<file path="config.mk">
export PLATFORM = sky130hd
export DESIGN_NAME = tpli_front
export DESIGN_NICKNAME = d
export VERILOG_FILES = /design/src/tpli_pkg.sv /design/src/tpli_front.sv
export SDC_FILE = /design/constraint.sdc
export NUM_CORES = 2
export LEC_CHECK = 0
export BUFFER_PORTS_ARGS = -buffer_cell sky130_fd_sc_hd__buf_2
export CAP_MARGIN = 20
export CORE_MARGIN = 2
export CORE_UTILIZATION = 42
export DETAILED_ROUTE_END_ITERATION = 12
export GPL_TIMING_DRIVEN = 0
export HOLD_SLACK_MARGIN = 0.1
export PLACE_DENSITY = 0.59
export SYNTH_ARGS = -nofsm -noshare
export SYNTH_HDL_FRONTEND = slang
export SYNTH_SLANG_ARGS = --single-unit
</file>
<file path="constraint.sdc">
create_clock -name clk -period 15.3 [get_ports clk]
set_input_delay 3.825 -clock clk [delete_from_list [all_inputs] [get_ports clk]]
set_output_delay 3.825 -clock clk [all_outputs]
set_load 0.02 [all_outputs]
</file>
<file path="src/tpli_pkg.sv">
// ----------------------------------------------------------------------------
// tpli_pkg
// Shared constants, status codes and side-band control for the interpolator.
// ----------------------------------------------------------------------------
`timescale 1ns / 1ps

package tpli_pkg;

	localparam int FIELD_BITS     = 32;
	localparam int VALUE_BITS_DEF = 32;

	typedef enum logic [1:0] {
		ST_OK    = 2'd0,
		ST_NULL  = 2'd1,
		ST_RANGE = 2'd2
	} tpli_status_t;

	// side-band that rides along every stage with the arithmetic payload
	typedef struct packed {
		logic         neg;    // sign of the quotient term
		logic         fixed;  // result is fixed, arithmetic is ignored
		tpli_status_t fstat;  // status used when fixed is set
	} tpli_ctl_t;

endpackage

</file>
<file path="src/tpli_front.sv">
// ----------------------------------------------------------------------------
// tpli_front
// Differences, magnitudes, product and quotient overflow check (three stages).
// ----------------------------------------------------------------------------
`timescale 1ns / 1ps

module tpli_front #(
	parameter int W = 32
) (
	input  logic                clk,
	input  logic                arst_n,
	input  logic                adv,
	input  logic                in_valid,
	input  logic [W-1:0]        qx,
	input  logic [W-1:0]        x0,
	input  logic [W-1:0]        y0,
	input  logic [W-1:0]        x1,
	input  logic [W-1:0]        y1,
	output logic                v_s3,
	output logic [W-1:0]        rem_s3,
	output logic [W-1:0]        sh_s3,
	output logic [W-1:0]        den_s3,
	output logic [W-1:0]        y0_s3,
	output tpli_pkg::tpli_ctl_t ctl_s3
);
	import tpli_pkg::*;

	logic signed [W:0] dx, dy, dn;
	logic [W-1:0]      mdx, mdy, mdn;
	tpli_ctl_t         ctl_c1;

	logic              v_s1, v_s2;
	logic [W-1:0]      mdx_s1, mdy_s1, mdn_s1, y0_s1;
	tpli_ctl_t         ctl_s1;
	logic [2*W-1:0]    prod;
	logic [2*W-1:0]    mnum_s2;
	logic [W-1:0]      mdn_s2, y0_s2;
	tpli_ctl_t         ctl_s2;
	logic              ovf;
	tpli_ctl_t         ctl_c3;

	// stage 1: differences in W+1 bits, magnitudes fit in W bits
	assign dx  = $signed({qx[W-1], qx}) - $signed({x0[W-1], x0});
	assign dy  = $signed({y1[W-1], y1}) - $signed({y0[W-1], y0});
	assign dn  = $signed({x1[W-1], x1}) - $signed({x0[W-1], x0});
	assign mdx = dx[W] ? W'(-dx) : dx[W-1:0];
	assign mdy = dy[W] ? W'(-dy) : dy[W-1:0];
	assign mdn = dn[W] ? W'(-dn) : dn[W-1:0];

	always_comb begin
		ctl_c1.neg   = dx[W] ^ dy[W] ^ dn[W];
		ctl_c1.fixed = (x0 == x1);
		ctl_c1.fstat = ((qx == x0) && (y0 == y1)) ? ST_OK : ST_NULL;
	end

	// stage 2: magnitude product
	assign prod = mdx_s1 * mdy_s1;

	// stage 3: a quotient that does not fit in W bits is always out of range
	assign ovf = (mnum_s2[2*W-1:W] >= mdn_s2);

	always_comb begin
		ctl_c3 = ctl_s2;
		if (!ctl_s2.fixed && ovf) begin
			ctl_c3.fixed = 1'b1;
			ctl_c3.fstat = ST_RANGE;
		end
	end

	always_ff @(posedge clk or negedge arst_n) begin
		if (!arst_n) begin
			v_s1 <= 1'b0;
			v_s2 <= 1'b0;
			v_s3 <= 1'b0;
		end else if (adv) begin
			v_s1 <= in_valid;
			v_s2 <= v_s1;
			v_s3 <= v_s2;
		end
	end

	always_ff @(posedge clk) begin
		if (adv) begin
			mdx_s1  <= mdx;
			mdy_s1  <= mdy;
			mdn_s1  <= mdn;
			y0_s1   <= y0;
			ctl_s1  <= ctl_c1;
			mnum_s2 <= prod;
			mdn_s2  <= mdn_s1;
			y0_s2   <= y0_s1;
			ctl_s2  <= ctl_s1;
			rem_s3  <= mnum_s2[2*W-1:W];
			sh_s3   <= mnum_s2[W-1:0];
			den_s3  <= mdn_s2;
			y0_s3   <= y0_s2;
			ctl_s3  <= ctl_c3;
		end
	end

endmodule

</file>
; ---- Word level (Yosys, flattened, before mapping)
; Cells that the tools add are included.
[classes]
n_addsub = 6
n_reduce_logical = 3
n_bitwise = 2
order_cmp = 1
mux = 4
n_eq_ne = 3
n_mul = 1
[ops]
columns = operator, count
row1 = 32-bit by 32-bit subtractor with 33-bit output, 3
row2 = 32-bit == test, 3
row3 = 32-bit 2-to-1 mux, 3
row4 = 32-bit negator, 3
row5 = 32-bit by 32-bit multiplier with 64-bit output, 1
row6 = 32-bit >= comparator, 1
row7 = 1-bit logical AND, 2
row8 = 1-bit bitwise XOR, 2
row9 = 1-bit zero test, 1
row10 = 1-bit 2-to-1 mux, 1
[totals]
elab_cells = 43
reg_bits = 399
in_bits = 164
output_inout_bits = 133

; ---- Longest topological paths before layout
[depth]
word_depth = 3
ltp_mapped = 29
ltp_nobuf = 27

; ---- Worst setup path after synthesis
; No wires, ideal clock.
[synth_path]
kind = input -> register
from = in qx[0]
to = reg mdx_s1[31] (data pin)
t_arrival_ns = 7.590
setup_ns = 0.265
required_time_ns = 15.035
setup_slack_ns = 7.445
n_path_buf = 0
cell_stages = 15
cell_sequence = inv_1 > ha_1 > inv_1 > fa_1 > a21oi_2 > o211ai_1 > a311o_1 > or4_4 > nand4_2 > or4b_4 > or4_4 > or2_4 > o41a_1 > a211oi_1 > xor2_1
[synth_via]
elab_chain_len = 3
[synth_rtl]
columns = item, line
row1 = start: declaration, tpli_front.sv:14  ; input logic [W-1:0] qx,
row2 = 32-bit by 32-bit subtractor with 33-bit output (*), tpli_front.sv:43  ; assign dx = $signed({qx[W-1], qx}) - $signed({x0[W-1], x0});
row3 = 32-bit negator, tpli_front.sv:46  ; assign mdx = dx[W] ? W'(-dx) : dx[W-1:0];
row4 = 32-bit 2-to-1 mux (*), tpli_front.sv:46
row5 = via mdx[31], tpli_front.sv:29  ; logic [W-1:0] mdx, mdy, mdn;
row6 = end signal: assignment, tpli_front.sv:84  ; mdx_s1 <= mdx;
row7 = end: declaration, tpli_front.sv:33  ; logic [W-1:0] mdx_s1, mdy_s1, mdn_s1, y0_s1;
; The timed path passes the listed nets; every way through them passes the cells marked *.
; A chain may end at the register's enable or synchronous reset.

; ---- Final worst setup path
[layout_path]
from = reg mdx_s1[8]
to = reg mnum_s2[62] (data pin)
[layout_via]
elab_chain_len = 1
[layout_rtl]
columns = item, line
row1 = 32-bit by 32-bit multiplier with 64-bit output, tpli_front.sv:57  ; assign prod = mdx_s1 * mdy_s1;
row2 = via prod[62], tpli_front.sv:35  ; logic [2*W-1:0] prod;
row3 = end signal: assignment, tpli_front.sv:89  ; mnum_s2 <= prod;
row4 = end: declaration, tpli_front.sv:36  ; logic [2*W-1:0] mnum_s2;
; The timed path passes the listed nets, and every way through them passes these cells.

==> qor.txt <==
Status - complete, no violations
Synth Area in Compound Gates - 0.0757
Xor and xnor fraction of the mapped netlist area - 0.0364
Grt ovf - 0
Die area - 131000 um^2
Starting Density - 0.422
First-pass GRT wire length - 269000 um
Worst EP required - 15.64 ns
Via density - 5.42
Average size of a mapped cell - 10.1 um^2
Largest net degree at the start of global routing - 130
Layout area overhead - 10.0%
Post-DP HPWL - 150000 um
Synth top cells by count - inv_1, fa_1, and2_1
Number of buffers created by CTS - 45
Area share of the largest cell type after synthesis - 0.335
Post-Syn Area - 53700 um^2
Slew @ Worst Pin - 1.32 ns
Critical Path Fanout Max - 10
Max-slew headroom - 0.121
Critical path's top delay family - adder cells
Gates resized, CTS repair - 0
Layout cells sized above 1 - 0.0731
Nets - 7130
Main combinational cell family by area after synthesis - adder cells
Drt total wl - 182000 um
Post-CTS setup buffer count - 0
Post-layout min period - 10.64 ns
Die Ht - 362 um
Simple-gate share of the synthesized area - 0.151
Antenna violations before repair - 16
CTS tree - yes
Clk Latency, worst-skew pair - 0.61 ns
Crit start category - register
Drt initial violations - 3154
Max-cap viol count - 0
Yosys warning count - 0
Largest area contributor in the netlist - fa_1
Slowest cell on crit path - clkbuf_1
Hold Crit Class - reg2reg
Number of global-route vias before repair - 41600
Top FF cell, synth - edfxtp_1
Layout Skew - 0.0151 ns
Post-synthesis register bit count - 397
Buf/Inv on CP - 4
Synth area leaders - fa_1, edfxtp_1, ha_1, and2_1, inv_1
Clk root buf - clkbuf_16
Core Region - 127000 um^2
Adder-Cell Fraction of Synth Area - 0.427
Via Count - 40000
CP most frequent cell - fa_1
CTS Hold Buffers Added - 0
Clock sinks - 397
H-Tree Depth - 2
Die span in x - 362 um
Synth cell types - 83
DRC violations left - 0
Mapped Nets - 6771
# port buffers - 296
Final Wtd Congestion - 1.03
RSZ-0062 raised after global routing - no
Clk pin slew, worst setup/hold paths - 0.06 ns
Row Count - 131
Period utilisation layout - 0.695
Clock buffer depth - 3
Setup_tns - 0 ns
Ports - 297
Routed Antenna Nets - 0
Kind of critical path - reg2reg
First-pass iteration count of the detailed router - 7
Final Hold Vio Count - 0
Async set-reset flop share out of synthesis - 0.00756
Peak Freq - 94.0 MHz
Post-synthesis sequential area ratio - 0.222
Count leader, synth - inv_1
Pins Over Slew Limit - 0
Critical Path AT - 10.98 ns
Post-synthesis mux area share - 0.00217
EDFF count, synth - 394
Synthesized instance count - 5314
Final setup vio count - 0
All-Layer GR Usage - 0.282
Crit path largest cell delay - 1.02 ns
DR WL/cell - 24.7 um
Worst setup EP type - register
==> placed cells by master, fill, tap and decap left out, types with 7 or more instances in the layout <==
cell type	synthesis	routed
o2111ai_1	7	7
o21a_1	12	12
o21bai_1	19	19
a311oi_1	11	11
a211oi_1	18	18
o211ai_1	20	20
or3_1	24	24
nor2b_1	27	27
ha_1	394	394
xor2_1	66	66
and4_1	7	7
a21oi_1	154	154
xnor2_1	157	157
o31ai_1	21	21
a21o_1	120	120
nor4_1	11	11
nand2b_1	33	33
nand2_1	543	543
a31oi_1	21	21
nor3_1	34	34
buf_2	1	296
or4_1	10	10
nand3_1	43	43
fa_1	899	899
clkbuf_1	240	247
edfxtp_1	394	394
and2_1	621	621
o21ai_0	120	120
buf_8	0	9
nand4_1	37	37
clkbuf_16	0	46
diode_2	0	9
a211o_1	7	7
and3_1	24	24
a221oi_1	9	9
inv_1	988	988
nor2_1	93	93
==> final cells by class <==
cell class,count,area [um^2]
Antenna cell,9,22.5
Buffer,244,933
Clock buffer,55,1200
Clock inverter,24,320
Fill cell,12200,68100
Inverter,988,3710
Multi-Input combinational cell,3685,37200
Sequential cell,397,11900
Tap cell,1662,2080
Timing Repair Buffer,312,1740
==> registers in the layout, summed over array words and instances, names as in the netlist <==
register,flops
mdn_s2,32
ctl_s3,4
mnum_s2,64
ctl_c3,1
y0_s3,32
ctl_s2,2
v_s2,1
mdx_s1,32
den_s3,32
sh_s3,32
v_s3,1
ctl_s1,3
mdn_s1,32
y0_s1,32
mdy_s1,32
v_s1,1
y0_s2,32
rem_s3,32
==> worst paths after layout <==
kind	startpoint	endpoint	slack [ns]	depth (start not counted)
max	mdx_s1[8]	mnum_s2[62]	4.66	25
min	y0_s2[6]	y0_s3[6]	0.41	0
max reg2reg	mdx_s1[8]	mnum_s2[62]	4.66	25
min reg2reg	y0_s2[6]	y0_s3[6]	0.41	0
max in group asynchronous	arst_n	v_s3	12.19	1
min in group asynchronous	arst_n	v_s1	3.00	1
==> stage by stage <==
stage / util / instances / setup slack (ns) / hold WS (ns) / area (um^2)
after global placement: 0.450 / 7272 / 4.11 / 0.400 / 57300
after floorplan: - / 5314 / 7.44 / 0.400 / 53700
final: 0.464 / 7376 / 4.66 / 0.412 / 59100
after CTS: 0.464 / 7361 / 4.78 / 0.396 / 59000
after detailed placement: 0.452 / 7282 / 4.81 / 0.405 / 57500
after global routing: 0.464 / 7367 / 4.54 / 0.418 / 59100
==> worst reg2reg max path: stages (launching register included) <==
cell and delay [ns]:
edfxtp_1 0.71, clkbuf_1 1.03, nand2_1 0.23, fa_1 0.60
inv_1 0.05, fa_1 0.48, fa_1 0.50, fa_1 0.49
fa_1 0.55, fa_1 0.43, fa_1 0.49, inv_1 0.05
fa_1 0.48, inv_1 0.04, ha_1 0.66, and3_1 0.71
nand2_1 0.16, nor2_1 0.16, or4b_2 0.65, a21oi_1 0.14
nand2b_1 0.52, a31o_2 0.44, a211oi_1 0.16, o41ai_1 0.37
a21oi_1 0.13, xnor2_1 0.16
==> cell families after synthesis <==
family	count (synthesis)
AO/OA/AOI/OAI	614
buffers and inverters	1232
adder cells (fa/ha/maj)	1293
AND/OR/NAND/NOR	1544
multiplexers	11
XOR/XNOR	223
flip-flops	397
==> metal layers <==
layer	up-vias	share of wire	GRT usage
met1	20200	0.40	0.361
met4	2	0.056	0.138
met5	-	0.000071	0
met2	1763	0.47	0.460
met3	419	0.081	0.0529
li1	17600	-	-
Power is left out: the tool's default activity adds up to more than one toggle a clock period on the data nets, which glitch-free logic cannot reach.
