`src/tpli_pkg.sv`:
```
// ----------------------------------------------------------------------------
// tpli_pkg
// Shared constants, status codes and side-band control for the interpolator.
// ----------------------------------------------------------------------------
`timescale 1ns / 1ps

package tpli_pkg;

	localparam int FIELD_BITS     = 32;
	localparam int VALUE_BITS_DEF = 32;

	typedef enum logic [1:0] {
		ST_OK    = 2'd0,
		ST_NULL  = 2'd1,
		ST_RANGE = 2'd2
	} tpli_status_t;

	// side-band that rides along every stage with the arithmetic payload
	typedef struct packed {
		logic         neg;    // sign of the quotient term
		logic         fixed;  // result is fixed, arithmetic is ignored
		tpli_status_t fstat;  // status used when fixed is set
	} tpli_ctl_t;

endpackage

```
`src/tpli_back.sv`:
```
// ----------------------------------------------------------------------------
// tpli_back
// Accumulate, round half away from zero, range check, output register.
// ----------------------------------------------------------------------------
`timescale 1ns / 1ps

module tpli_back #(
	parameter int W = 32
) (
	input  logic                         clk,
	input  logic                         arst_n,
	input  logic                         adv,
	input  logic                         v_i,
	input  logic [W-1:0]                 quo,
	input  logic [W-1:0]                 rem,
	input  logic [W-1:0]                 den,
	input  logic [W-1:0]                 y0_i,
	input  tpli_pkg::tpli_ctl_t          ctl_i,
	output logic                         v_o,
	output logic [tpli_pkg::FIELD_BITS-1:0] value_o,
	output tpli_pkg::tpli_status_t       status_o
);
	import tpli_pkg::*;

	logic signed [W+1:0] acc, res;
	logic [W:0]          twice;
	logic                ge, gt, bump;

	logic                v_s1, v_s2;
	logic signed [W+1:0] acc_s1, res_s2;
	logic                bump_s1;
	logic [W-1:0]        y0_s1, y0_s2;
	tpli_ctl_t           ctl_s1, ctl_s2;

	logic                in_rng;
	logic signed [W-1:0] fin;
	tpli_status_t        st;

	// stage 1: y0 +/- quotient, and the rounding decision from the remainder
	assign acc   = ctl_i.neg ? $signed({{2{y0_i[W-1]}}, y0_i}) - $signed({2'b00, quo})
	                         : $signed({{2{y0_i[W-1]}}, y0_i}) + $signed({2'b00, quo});
	assign twice = {rem, 1'b0};
	assign ge    = (twice >= {1'b0, den});
	assign gt    = (twice > {1'b0, den});

	// exact halves go away from zero, judged on the sign of the whole value
	always_comb begin
		if (ctl_i.neg) begin
			bump = (acc <= 0) ? ge : gt;
		end else begin
			bump = (acc >= 0) ? ge : gt;
		end
	end

	// stage 2: apply the rounding step
	assign res = bump_s1 ? (ctl_s1.neg ? acc_s1 - (W+2)'(1) : acc_s1 + (W+2)'(1)) : acc_s1;

	// stage 3: range check and final selection
	assign in_rng = (res_s2[W+1] == res_s2[W]) && (res_s2[W] == res_s2[W-1]);

	always_comb begin
		if (ctl_s2.fixed) begin
			st  = ctl_s2.fstat;
			fin = (ctl_s2.fstat == ST_OK) ? $signed(y0_s2) : '0;
		end else if (in_rng) begin
			st  = ST_OK;
			fin = res_s2[W-1:0];
		end else begin
			st  = ST_RANGE;
			fin = '0;
		end
	end

	always_ff @(posedge clk or negedge arst_n) begin
		if (!arst_n) begin
			v_s1 <= 1'b0;
			v_s2 <= 1'b0;
			v_o  <= 1'b0;
		end else if (adv) begin
			v_s1 <= v_i;
			v_s2 <= v_s1;
			v_o  <= v_s2;
		end
	end

	always_ff @(posedge clk) begin
		if (adv) begin
			acc_s1   <= acc;
			bump_s1  <= bump;
			y0_s1    <= y0_i;
			ctl_s1   <= ctl_i;
			res_s2   <= res;
			y0_s2    <= y0_s1;
			ctl_s2   <= ctl_s1;
			value_o  <= FIELD_BITS'(fin);
			status_o <= st;
		end
	end

endmodule

```
`config.mk`:
```
export PLATFORM = sky130hd
export DESIGN_NAME = tpli_back
export DESIGN_NICKNAME = d
export VERILOG_FILES = /design/src/tpli_pkg.sv /design/src/tpli_back.sv
export SDC_FILE = /design/constraint.sdc
export NUM_CORES = 1
export LEC_CHECK = 0
export ABC_AREA = 0
export BUFFER_PORTS_ARGS = -buffer_cell sky130_fd_sc_hd__buf_2
export CAP_MARGIN = 20
export CORE_MARGIN = 2
export CORE_UTILIZATION = 40
export CTS_CLUSTER_SIZE = 14
export DETAILED_ROUTE_END_ITERATION = 7
export SKIP_CTS_REPAIR_TIMING = 1
export SLEW_MARGIN = 0
export SYNTH_ARGS = -nofsm -noshare
export SYNTH_HDL_FRONTEND = slang
export SYNTH_SLANG_ARGS = --single-unit
export TNS_END_PERCENT = 100
```
`constraint.sdc`:
```
create_clock -name clk -period 4.64 [get_ports clk]
set_clock_uncertainty 0.2 [all_clocks]
set_input_delay 0.928 -clock clk [delete_from_list [all_inputs] [get_ports clk]]
set_output_delay 0.928 -clock clk [all_outputs]
set_load 0.1 [all_outputs]
```
After elaboration in Yosys (flattened, before gate mapping)
Cells that the tools add are included.

word-level totals
  logic and storage cells = 38
  output and inout bits = 35
  flip-flop bits (word level) = 177
  input port bits = 136

operators by class
  multiplexer cells = 11
  equality and inequality tests = 2
  magnitude comparators = 4
  add/sub/neg operators = 4
  reductions and logical operators = 2

operators by type and width
  cell                                                  number
  2-to-1 mux 34 bit                                     3
  2-to-1 mux 32 bit                                     3
  adder 32 x 33 -> 34 bit                               1
  adder 34 x 2 -> 34 bit, second input constant         1
  >= comparator 34 x 1 -> 1 bit, second input constant  1
  <= comparator 34 x 1 -> 1 bit, second input constant  1
  subtractor 32 x 33 -> 34 bit                          1
  subtractor 34 x 2 -> 34 bit, second input constant    1
  >= comparator 33 x 32 -> 1 bit                        1
  greater-than comparator 33 x 32 -> 1 bit              1
  2-to-1 mux 2 bit                                      2
  2-to-1 mux 1 bit                                      3
  equality test 1 bit                                   2
  logical NOT 2 bit                                     1
  logical AND 1 bit                                     1

Logic depth before layout (Yosys ltp)
Gate-level depths: netlist of run 1.

  depth in word-level cells = 5
  gate-level depth with buffers = 21

Worst setup path after synthesis of run 1
No wires, ideal clock.

  kind = input to register
  from = input quo[9]
  to = register bump_s1, data pin
  required time = 4302 ps
  buffers on the path = 1
  setup time = 138 ps
  slack = -508 ps
  stages = 18
  arrival = 4810 ps
  cells stage by stage = or4_1 nor4_2 nand2_1 nor4_1 nor2_1 xnor2_1 ha_1 buf_6 nand2_1 o21a_1 a2111oi_0 o211ai_1 nand2_1 xor2_1 or4bb_4 nor4_2 a31oi_1 nor2_1

on the way
  longest elaborated chain between the ends = 5
  elaborated cells on any way between the ends = 8
  those cells by class = add/sub (2); order compare (2); mux (4)

RTL lines
  element                                                                         RTL line                          text
  start: declaration                                                              tpli_back.sv:14                   input logic [W-1:0] quo,
  adder 32 x 33 -> 34 bit or subtractor 32 x 33 -> 34 bit (tied branches)         tpli_back.sv:41, tpli_back.sv:40
  2-to-1 mux 34 bit *                                                             tpli_back.sv:40                   assign acc = ctl_i.neg ? $signed({{2{y0_i[W-1]}}, y0_i}) - $signed({2'b00, quo})
  named net acc[25]                                                               tpli_back.sv:25                   logic signed [W+1:0] acc, res;
  >= comparator 34 x 1 -> 1 bit or <= comparator 34 x 1 -> 1 bit (tied branches)  tpli_back.sv:51, tpli_back.sv:49
  2-to-1 mux 1 bit, on equally long branches                                      tpli_back.sv:51, tpli_back.sv:49
  2-to-1 mux 1 bit *                                                              tpli_back.sv:48                   if (ctl_i.neg) begin
  named net bump                                                                  tpli_back.sv:27                   logic ge, gt, bump;
  end signal: assignment                                                          tpli_back.sv:89                   bump_s1 <= bump;
  end: declaration                                                                tpli_back.sv:31                   logic bump_s1;

The timed path passes the listed nets; every way through them passes the cells marked *.
A chain may end at the register's enable or synchronous reset.

Worst setup path in the final report of run 1
Ends and elaborated chain as after synthesis.

==> results.py, run 1 <==
metrics = {
    "yosys": {
        "ys_async_sr_fraction": 0.0169,
        "yosysMostFrequentCell": "edfxtp_1",
        "synth-seq-cells": 177,
        "synth_cell_types": 80,
        "yosys.area.top_type": "edfxtp_1",
        "ys_seq_area_frac": 0.472,
        "synthCells": 1007,
        "synthesis.nets": 1242,
        "synth.top_cells.by_count": "edfxtp_1 (174), a21oi_1 (101), ha_1 (97), inv_1 (67), xnor2_1 (66)",
        "synth.area.top_cells": "edfxtp_1 (47%), ha_1 (11%), xnor2_1 (5.1%), a21oi_1 (4.5%), mux2_2 (2.9%)",
        "yosysWarnings": 0,
        "synth_edf_count": 174,
        "avgSynthCellArea_um2": 11.2,
        "yosys.area.top_type_share": 0.465,
        "synth_flop_cell": "edfxtp_1",
        "syn-cell-area_um2": 11200,
    },
    "die": {
        "core_area_um2": 27700,
        "ioPinCount": 171,
        "fp.dieH_um": 172,
        "dieArea_um2": 29400,
        "chipWidth_um": 172,
        "initial_core_util": 0.405,
        "rows": 61,
    },
    "sta": {
        "finalSetupViolations": 1,
        "max-slew-margin-rel": 0.595,
        "period_share": 1.03,
        "rsz0062_at_grt": "true",
        "worst_pin_slew_ns": 0.606,
        "maxSlewViolCount": 0,
        "max_clock_freq_ghz": 0.209,
        "holdWs_ns": 0.0862,
        "finalHoldViolCount": 0,
        "setup_slack_ns": -0.150,
        "finalCriticalPeriod_ns": 4.79,
    },
    "worst_setup_path": {
        "slowest_delay_ns": 0.55,
        "cpLargestDelayFamily": "simple AND/OR/NAND/NOR gates",
        "critPathKind": "input port to flop",
        "cpMaxStageDelayCell": "or4_4",
        "required_ns": 4.73,
        "crit_path_frequent_cell": "nor4_4",
        "critical_path_buf_inv_count": 1,
        "path_cells": "buf_6 > or4_4 > nor4_4 > nand2_2 > nor4_4 > nor2_1 > xnor2_1 > ha_1 > nand2_1 > o21a_2 > a2111oi_4 > o211ai_1 > nand2_1 > xor2_1 > or4bb_4 > nor4_4 > a31oi_1 > nor2_1",
        "arrival_ns": 4.88,
        "path_max_fanout": 4,
        "end_kind": "flop",
        "critPathLaunchType": "input port",
    },
    "power_and_ir_drop": {
        "p_sw_frac": 0.346,
        "seq_power_share": 0.377,
        "comb_power_share": 0.377,
        "p_leak_nw": 6.20,
        "power.density_nw_per_um2": 399,
        "ir_worst_vdd_mv": 0.242,
        "pwr-share-clk": 0.245,
        "p_switching_mw": 1.99,
        "intPower_mw": 3.76,
    },
    "place": {
        "post_dp_cell_area_um2": 13700,
        "io_buffers": 170,
        "place_congestion": 0.854,
        "dp_slack_ns": -0.761,
        "dp_hpwl_um": 21000,
    },
    "clock_network": {
        "clk_pin_slew_ns": 0.07,
        "cts_tree": "built",
        "cts_root_buffer": "clkbuf_16",
        "clk-insertion-delay-late_ns": 0.42,
        "cts_sinks": 177,
        "clockBufferDepth": 2,
        "numCtsBuffers": 17,
        "htree_levels": 4,
    },
    "layout": {
        "fin_area_um2": 14400,
        "area_delta_synth_final_pct": 28.5,
        "drive_above_1_share": 0.325,
        "antenna_cells": 0,
        "final_nets": 1566,
        "final_util": 0.521,
    },
    "route": {
        "vias": 8635,
        "drcViolationCount": 0,
        "wl_per_cell_um": 15.0,
        "drtPass1Iterations": 5,
        "viasPerCell": 5.01,
        "first_iter_violations": 561,
        "wl_um": 25800,
        "drtAntennaViolNets": 0,
    },
    "grt": {
        "grt_pass1_vias": 8346,
        "grt_usage": 0.179,
        "antenna_found_initial": 0,
        "grt_overflow": 0,
        "grt_max_degree": 95,
        "grt_pass1_wl_um": 41400,
    },
    "flow_run": {
        "cap_viol_max_count": 0,
    },
    "outcome": {
        "violations": "negative setup slack",
        "status": "finished, violations left",
    },
    "hold_path": {
        "hold_path.class": "input port to asynchronous set/reset pin",
    },
}
cells in the final DEF, fill, tap and decap left out, types with 32 or more instances in the layout:
cell	netlist	routed
a22o_1	32	32
ha_1	97	97
buf_2	0	167
inv_1	67	66
nand2_1	42	40
xnor2_1	66	65
a21o_1	32	32
buf_4	2	159
nor2_1	61	58
edfxtp_1	174	174
a21oi_1	101	95
through the flow:
stage               instances  power [mW]  setup TNS (ns)
global placement         1689        4.32           -2.43
CTS                      1721        5.77          -0.312
floorplan                1007        3.64          -0.268
finish                   1722        5.75          -0.150
global route             1722        6.09          -0.438
detailed placement       1689        4.34           -3.17
registers in the layout, indices dropped and copies added (netlist names):
register	flops
v_s2	1
v_s1	1
bump_s1	1
ctl_s2	3
res_s2	34
y0_s1	32
status_o	2
value_o	32
acc_s1	34
y0_s2	32
v_o	1
ctl_s1	4
routing by layer:
metal / GRT usage / part of all wire / vias to the layer above
met4: 0.0427 / 0.011 / 0
met5: 0 / 0 / -
met2: 0.289 / 0.45 / 207
met3: 0.0345 / 0.053 / 15
met1: 0.249 / 0.49 / 3914
li1: - / - / 4499
logic make-up (layout without fill, tap and decap cells):
family | count (synthesis) | count (layout) | share of synthesized area
flops | 177 | 177 | 0.472
buf+inv | 92 | 429 | 0.0342
compound gates | 303 | 303 | 0.183
simple gates | 219 | 219 | 0.101
mux | 33 | 33 | 0.0326
fa+ha+maj | 99 | 99 | 0.112
xor+xnor | 84 | 84 | 0.0655
final timing paths:
check	from	to	slack, ns	cells after the start
min reg2reg	y0_s1[21]	y0_s2[21]	0.21	0
max	quo[9]	bump_s1	-0.15	18
min in group clk	y0_s1[21]	y0_s2[21]	0.21	0
max reg2reg	ctl_s1[3]	res_s2[32]	0.59	12
min	arst_n	v_s2	0.09	1
max in group asynchronous	arst_n	v_s1	4.05	1
power groups by stage:
stage          sequential (mW)  combinational [mW]  clock, mW
2_1_floorplan             2.42                1.22          0
3_3_place_gp              2.20                2.11          0
3_5_place_dp              2.21                2.13          0
4_1_cts                   2.17                2.15       1.45
5_1_grt                   2.19                2.40       1.50
6_report                  2.17                2.17       1.41
area by class of cell:
cell class / instances / area (µm²)
Clock buffer: 17 / 425
Clock inverter: 15 / 185
Fill cell: 2494 / 13300
Inverter: 67 / 251
Multi-Input combinational cell: 738 / 5710
Sequential cell: 177 / 5300
Tap cell: 378 / 473
Timing Repair Buffer: 330 / 2080
(Power assumes the default switching activity.)
==> run 2, diff against run 1 <==
--- a/config.mk
+++ b/config.mk
@@ -5,10 +5,10 @@
 export SDC_FILE = /design/constraint.sdc
 export NUM_CORES = 1
 export LEC_CHECK = 0
-export ABC_AREA = 0
+export ABC_AREA = 1
 export BUFFER_PORTS_ARGS = -buffer_cell sky130_fd_sc_hd__buf_2
 export CAP_MARGIN = 20
-export CORE_MARGIN = 2
+export CORE_MARGIN = 5
 export CORE_UTILIZATION = 40
 export CTS_CLUSTER_SIZE = 14
 export DETAILED_ROUTE_END_ITERATION = 7
==> run 2 against run 1 <==
The flow now finishes without violations. Cell count rose by 27%. Non-clock buffer count fell by 146. Area after synthesis is 13% higher. Die area up 20%. First-iteration DRC count is 16% higher. Worst hold slack worse by 0.0094 ns. Largest cell class unchanged.
==> results.py, run 2 <==
metrics = {
    "clock_network": {
        "numCtsBuffers": 17,
        "htree_levels": 4,
        "cts_sinks": 177,
        "cts_tree": "built",
        "clockBufferDepth": 2,
        "clk_pin_slew_ns": 0.07,
        "clk-insertion-delay-late_ns": 0.44,
        "cts_root_buffer": "clkbuf_16",
    },
    "layout": {
        "nFillCells": 3161,
        "drive_above_1_share": 0.138,
        "final_util": 0.467,
        "finalNonFillerCells": 2190,
        "final_nets": 2010,
        "mostFrequentLayoutCells": "nand2_1 (450), inv_1 (271), edfxtp_1 (174)",
        "area_delta_synth_final_pct": 15.7,
        "reg.largest.list": "acc_s1: 34 flops, res_s2: 34 flops",
        "antenna_cells": 0,
        "final_common_cell": "nand2_1",
    },
    "grt": {
        "antenna_found_initial": 0,
        "grt_usage": 0.196,
        "grt_max_degree": 89,
        "grt_pass1_wl_um": 55400,
        "grt_pass1_vias": 10732,
        "grt_overflow": 0,
    },
    "route": {
        "vias": 10911,
        "drtPass1Iterations": 5,
        "wl_per_cell_um": 15.7,
        "drtAntennaViolNets": 0,
        "wl_um": 34400,
        "viasPerCell": 4.98,
        "first_iter_violations": 648,
        "drcViolationCount": 0,
    },
    "hold_path": {
        "hold_path.class": "input port to asynchronous set/reset pin",
    },
    "sta": {
        "max-slew-margin-rel": 0.322,
        "period_share": 0.910,
        "holdWs_ns": 0.0768,
        "maxSlewViolCount": 0,
        "finalHoldViolCount": 0,
        "finalSetupViolations": 0,
        "max_clock_freq_ghz": 0.237,
        "timing.setup.tns_ns": 0,
        "rsz0062_at_grt": "false",
        "finalCriticalPeriod_ns": 4.22,
        "worst_pin_slew_ns": 1.02,
    },
    "worst_setup_path": {
        "reg2reg_from": "ctl_s1[3]",
        "arrival_ns": 4.31,
        "required_ns": 4.73,
        "critPathKind": "input port to flop",
        "critPathLaunchType": "input port",
        "end_kind": "flop",
        "timing.critical_path.from": "quo[1]",
        "path_max_fanout": 5,
    },
    "yosys": {
        "synth.top_cells.by_count": "nand2_1 (450), inv_1 (271), edfxtp_1 (174), nor2_1 (155), ha_1 (97)",
        "synth_flop_cell": "edfxtp_1",
        "yosys.area.top_type_share": 0.412,
        "yosysMostFrequentCell": "nand2_1",
        "syn-cell-area_um2": 12700,
        "synth_cell_types": 48,
        "avgSynthCellArea_um2": 7.96,
        "synthesis.nets": 1827,
        "synthCells": 1592,
        "synth.area.top_cells": "edfxtp_1 (41%), nand2_1 (13%), ha_1 (9.6%), inv_1 (8.0%), nor2_1 (4.6%)",
        "synth_edf_count": 174,
        "ys_async_sr_fraction": 0.0169,
        "yosys.area.top_type": "edfxtp_1",
        "ys_seq_area_frac": 0.418,
        "yosysWarnings": 0,
        "synth-seq-cells": 177,
    },
    "die": {
        "ioPinCount": 171,
        "chipWidth_um": 188,
        "rows": 65,
        "core_area_um2": 31400,
        "dieArea_um2": 35300,
        "initial_core_util": 0.404,
        "fp.dieH_um": 188,
    },
    "place": {
        "dp_hpwl_um": 28700,
        "dpl.cell_count": 2158,
        "io_buffers": 170,
        "place_congestion": 0.921,
    },
    "flow_run": {
        "cap_viol_max_count": 0,
    },
    "outcome": {
        "status": "completed",
    },
    "power_and_ir_drop": {
        "ir_worst_vdd_mv": 0.247,
        "p_leak_nw": 7.08,
        "power.density_nw_per_um2": 372,
    },
}
[run 2: power breakdown]
group / internal (mW) / leakage, nW / switching [mW]
sequential: 2.03 / 1.75 / 0.0990
clock: 0.711 / 0.276 / 0.654
combinational: 0.619 / 5.05 / 1.34
total: 3.36 / 7.08 / 2.09
[run 2: critical path: stages]
cell and delay, ns:
buf_2 0.09, inv_1 0.08, ha_1 0.18, nand2_1 0.11, nor3_4 0.24, nand4_1 0.15, nor2_1 0.16, a21oi_1 0.14
inv_2 0.08, o21ai_1 0.12, xor2_1 0.17, ha_1 0.38, nand2_1 0.15, nor2_1 0.22, nand2_1 0.17, nor2_1 0.15
nand2_1 0.14, nand2_1 0.09, nand2_1 0.05, nand2_1 0.10, nand3_1 0.08, nor2_1 0.10, nand3_1 0.10, a21oi_2 0.13
[run 2: final timing paths]
path	endpoint	slack, ns	cells past startpoint
max	bump_s1	0.42	24
min	v_o	0.08	1
max reg2reg	res_s2[32]	1.20	17
min reg2reg	y0_s2[17]	0.21	0
max in group asynchronous	v_s1	4.06	1
min in group clk	y0_s2[17]	0.21	0
[run 2: area by class of cell]
type	instances	area [µm²]	share of cell area
Clock buffer	17	425	0.0290
Clock inverter	15	140	0.00955
Inverter	272	1020	0.0696
Multi-Input combinational cell	1123	6290	0.429
Sequential cell	177	5300	0.361
Tap cell	402	503	0.0343
Timing Repair Buffer	184	987	0.0673
[run 2: metal layers]
layer,share of wire,track usage,wire [µm]
met3,0.042,0.0268,1450
met2,0.45,0.320,15600
met4,0.021,0.0590,714
met1,0.48,0.271,16600
met5,0,0,0
[run 2: per-stage QoR]
step | worst slack (ns) | total power, mW | cell area, µm²
floorplan | 0.688 | 3.54 | 12700
global placement | -0.0158 | 4.10 | 14100
detailed placement | -0.0506 | 4.11 | 14100
CTS | 0.398 | 5.49 | 14700
global route | 0.131 | 5.83 | 14700
finish | 0.415 | 5.45 | 14700
[run 2: logic make-up after synthesis]
group,count (synthesis),synth area share
AO/OA/AOI/OAI,204,0.102
XOR/XNOR,52,0.0365
adder cells (fa/ha/maj),99,0.0989
buffers and inverters,292,0.0865
flip-flops,177,0.418
multiplexers,1,0.000889
AND/OR/NAND/NOR,767,0.257
